[config.mk]
export PLATFORM = sky130hd
export DESIGN_NAME = pvfc_ram
export DESIGN_NICKNAME = d
export VERILOG_FILES = /design/src/rtl/pvfc_ram.sv
export SDC_FILE = /design/constraint.sdc
export NUM_CORES = 1
export LEC_CHECK = 0
export BUFFER_PORTS_ARGS = -buffer_cell sky130_fd_sc_hd__buf_2
export CORE_ASPECT_RATIO = 0.5
export CORE_MARGIN = 1
export CORE_UTILIZATION = 45
export DETAILED_ROUTE_END_ITERATION = 10
export REMOVE_ABC_BUFFERS = 1
export SLEW_MARGIN = 10
export SYNTH_ARGS = -nofsm -noshare
export SYNTH_HDL_FRONTEND = slang
export SYNTH_SLANG_ARGS = --single-unit
[constraint.sdc]
create_clock -name clk -period 3.7 [get_ports clk]
set_clock_uncertainty 0.05 [all_clocks]
set_input_delay 0.37 -clock clk [delete_from_list [all_inputs] [get_ports clk]]
set_output_delay 0.37 -clock clk [all_outputs]
set_load 0.005 [all_outputs]
[src/rtl/pvfc_ram.sv]
// Generic single-write, single-read RAM with registered read data.
// Depends on nothing.
`timescale 1ns / 1ps
module pvfc_ram #(
  parameter int WIDTH = 8,
  parameter int DEPTH = 16
) (
  input  logic                     clk,
  input  logic                     we,
  input  logic [$clog2(DEPTH)-1:0] waddr,
  input  logic [WIDTH-1:0]         wdata,
  input  logic [$clog2(DEPTH)-1:0] raddr,
  output logic [WIDTH-1:0]         rdata
);

  logic [WIDTH-1:0] mem [DEPTH];

  always_ff @(posedge clk) begin
    if (we) begin
      mem[waddr] <= wdata;
    end
    rdata <= mem[raddr];
  end

endmodule

==> qor.txt <==
First-pass GRT wire length = 14700 um
Reg-to-reg slack, setup = 2.17 ns
Initial Utilization = 46.6%
Drt via density = 5.61
Pwr dens = 607 mW/mm2
# IOs = 26
Remaining global-route overflow = 0
Tcrit/Tclk final = 55.1%
Wire per inst = 23.6 um
Die Ht = 77.6 um
Static Leak = 2.02 nW
Routability Congestion = 0.746
Required time worst endpoint = 3.93 ns
Critical Path Start Type = input port
CP cell instances = buf_2 > buf_4 > mux4_2 > a22oi_1 > nand2_1
Max VDD drop = 0.266 mV
Critical path class = input port to flop
Status = completed
Synthesized flop and latch total = 136
Vias in the first global route = 2367
CTS tree = yes
Quantity of I/O buffers inserted on ports = 25
Root buf cell = clkbuf_16
Initial antenna violation count = 0
CP Max Fanout = 27
Worst path arrival time = 2.27 ns
Row Count = 27
R2R Path Start = mem[0][5]$_DFFE_PP_
Routed wire length = 10000 um
Hold Fails Final Rpt = 0
Worst-margin pin slew = 0.965 ns
First-pass iteration count of the detailed router = 5
Total negative setup slack = 0 ns
Synthesized area per cell = 22.5 um2
Post-Synthesis Cells = 229
Die footprint = 0.0119 mm2
Synth cell types = 19
Bufs and invs on worst path = 2
1st-iter DRT viols = 188
CP top delay family = buffers and inverters
# clock sinks = 136
Max frequency = 490 MHz
Reg2Reg Depth = 3
Die span in x = 153 um
CTS buffer count = 17
Final nets = 286
CTS resizes = 0
Antenna viol nets, final = 0
Post-DP HPWL = 5980 um
Area Growth Syn to Fin = 17.3%
Synth area leader = edfxtp_1
Hold path depth = 1
CTS Buffer Depth = 2
Post-route minimum period = 2.04 ns
Clock transition at path regs = 0.06 ns
Fill count = 811
R2r endpoint = rdata[5]$_DFF_P_
Post-CTS Setup Inserts = 0
Share of cells above drive strength 1 = 27.4%
Max-cap check violation count = 0
Slew HR = 35.4%
Final Max Slew Viols = 0
Ant diodes = 0
Commonest non-fill, non-tap cell in the layout = edfxtp_1
H-Tree Level Count = 4
Synth top area share = 74.7%
Total core area = 0.0110 mm2
Total track usage = 18.3%
Most frequent cells in the layout = 128 x edfxtp_1, 25 x buf_2, 18 x mux4_2
Final routed DRC violation total = 0
HP Class = input port to flop
Vias = 2388
Syn. warnings = 0
RSZ-0062 raised after global routing = no
Total power = 3.66 mW
Endpoint class of the critical path = flop
Skew-Pair Late Insertion Delay = 0.41 ns
WHS Endpoint = mem[6][3]$_DFFE_PP_
Slowest stage cell, crit path = buf_2
Largest stage delay on the critical path = 0.65 ns
Area contributors post-synth = edfxtp_1 75%, mux4_2 7.9%, mux4_1 7.1%
Hold path start = wdata[3]
CTS hold repair buffers = 0
Post-synthesis sequential area ratio = 77.8%
Setup violations, final = 0
Cell Area, Synth = 0.00515 mm2
Largest net degree at the start of global routing = 33
## per-layer routing
metal / up-vias / wire (um) / global-route usage, %
met5: - / 0 / 0
met1: 1263 / 4660 / 26.4
met2: 67 / 4550 / 26.5
li1: 1051 / - / -
met3: 7 / 735 / 5.08
met4: 0 / 96 / 7.47
## worst reg2reg max path, stage by stage (launching register included)
cell	delay [ns]
edfxtp_1	0.36
mux4_1	0.49
a22oi_1	0.39
nand2_1	0.12
## synth_stat cells
cell and number:
nor2_1 13, dfxtp_1 8, nand3b_1 2, or3b_2 1
buf_2 3, a22oi_1 16, edfxtp_1 128, buf_6 3
clkdlybuf4s25_2 3, mux4_2 18, nand2b_1 2, nor3_1 4
nand3_1 1, mux4_1 14, and2_1 1, nor2b_1 1
and2b_1 1, buf_4 1, nand2_1 9
## flip-flops by register name (all words and copies together) (netlist names)
name / cells
mem: 128
rdata: 8
## report_power, final
| group | total [mW] | internal [mW] | switching [mW] |
|---|---|---|---|
| Combinational | 0.153 | 0.0630 | 0.0897 |
| Sequential | 1.73 | 1.72 | 0.00990 |
| Clock | 1.78 | 1.18 | 0.599 |
| Total | 3.66 | 2.96 | 0.699 |
## area by class of cell
cell class | count | area [um2] | area share [%]
Clock inverter | 8 | 144 | 2.38
Tap cell | 145 | 181 | 3.01
Timing Repair Buffer | 30 | 163 | 2.69
Multi-Input combinational cell | 83 | 1060 | 17.6
Clock buffer | 24 | 482 | 7.98
Sequential cell | 136 | 4000 | 66.3
## stage by stage
stage | hold slack (ns) | cells | setup WS, ns | area [um2] | util [%]
finish | 0.292 | 426 | 1.66 | 6040 | 54.6
global route | 0.296 | 426 | 1.56 | 6040 | 54.6
CTS | 0.287 | 426 | 1.65 | 6040 | 54.6
detailed placement | 0.621 | 394 | 1.20 | 5410 | 49.0
global placement | 0.598 | 394 | 1.20 | 5410 | 49.0
floorplan | 0.419 | 219 | 1.79 | 5060 | -
## kinds of logic (layout without fill, tap and decap cells)
group / after synthesis / after routing / share of synthesized area [%]
AO/OA/AOI/OAI: 16 / 16 / 2.33
AND/OR/NAND/NOR: 35 / 35 / 3.18
multiplexers: 32 / 32 / 15.0
buffers and inverters: 10 / 62 / 1.68
flip-flops: 136 / 136 / 77.8
## worst max path at each step
stage	from	endpoint	slack (ns)	cells past startpoint
floorplan	waddr[2]	mem[0][0]$_DFFE_PP_	1.79	2
global route	raddr[0]	rdata[6]$_DFF_P_	1.56	5
global placement	raddr[0]	rdata[6]$_DFF_P_	1.20	5
CTS	raddr[0]	rdata[6]$_DFF_P_	1.65	5
finish	raddr[0]	rdata[6]$_DFF_P_	1.66	5
detailed placement	raddr[0]	rdata[6]$_DFF_P_	1.20	5
Note: power is estimated with default switching activity, not from simulation.
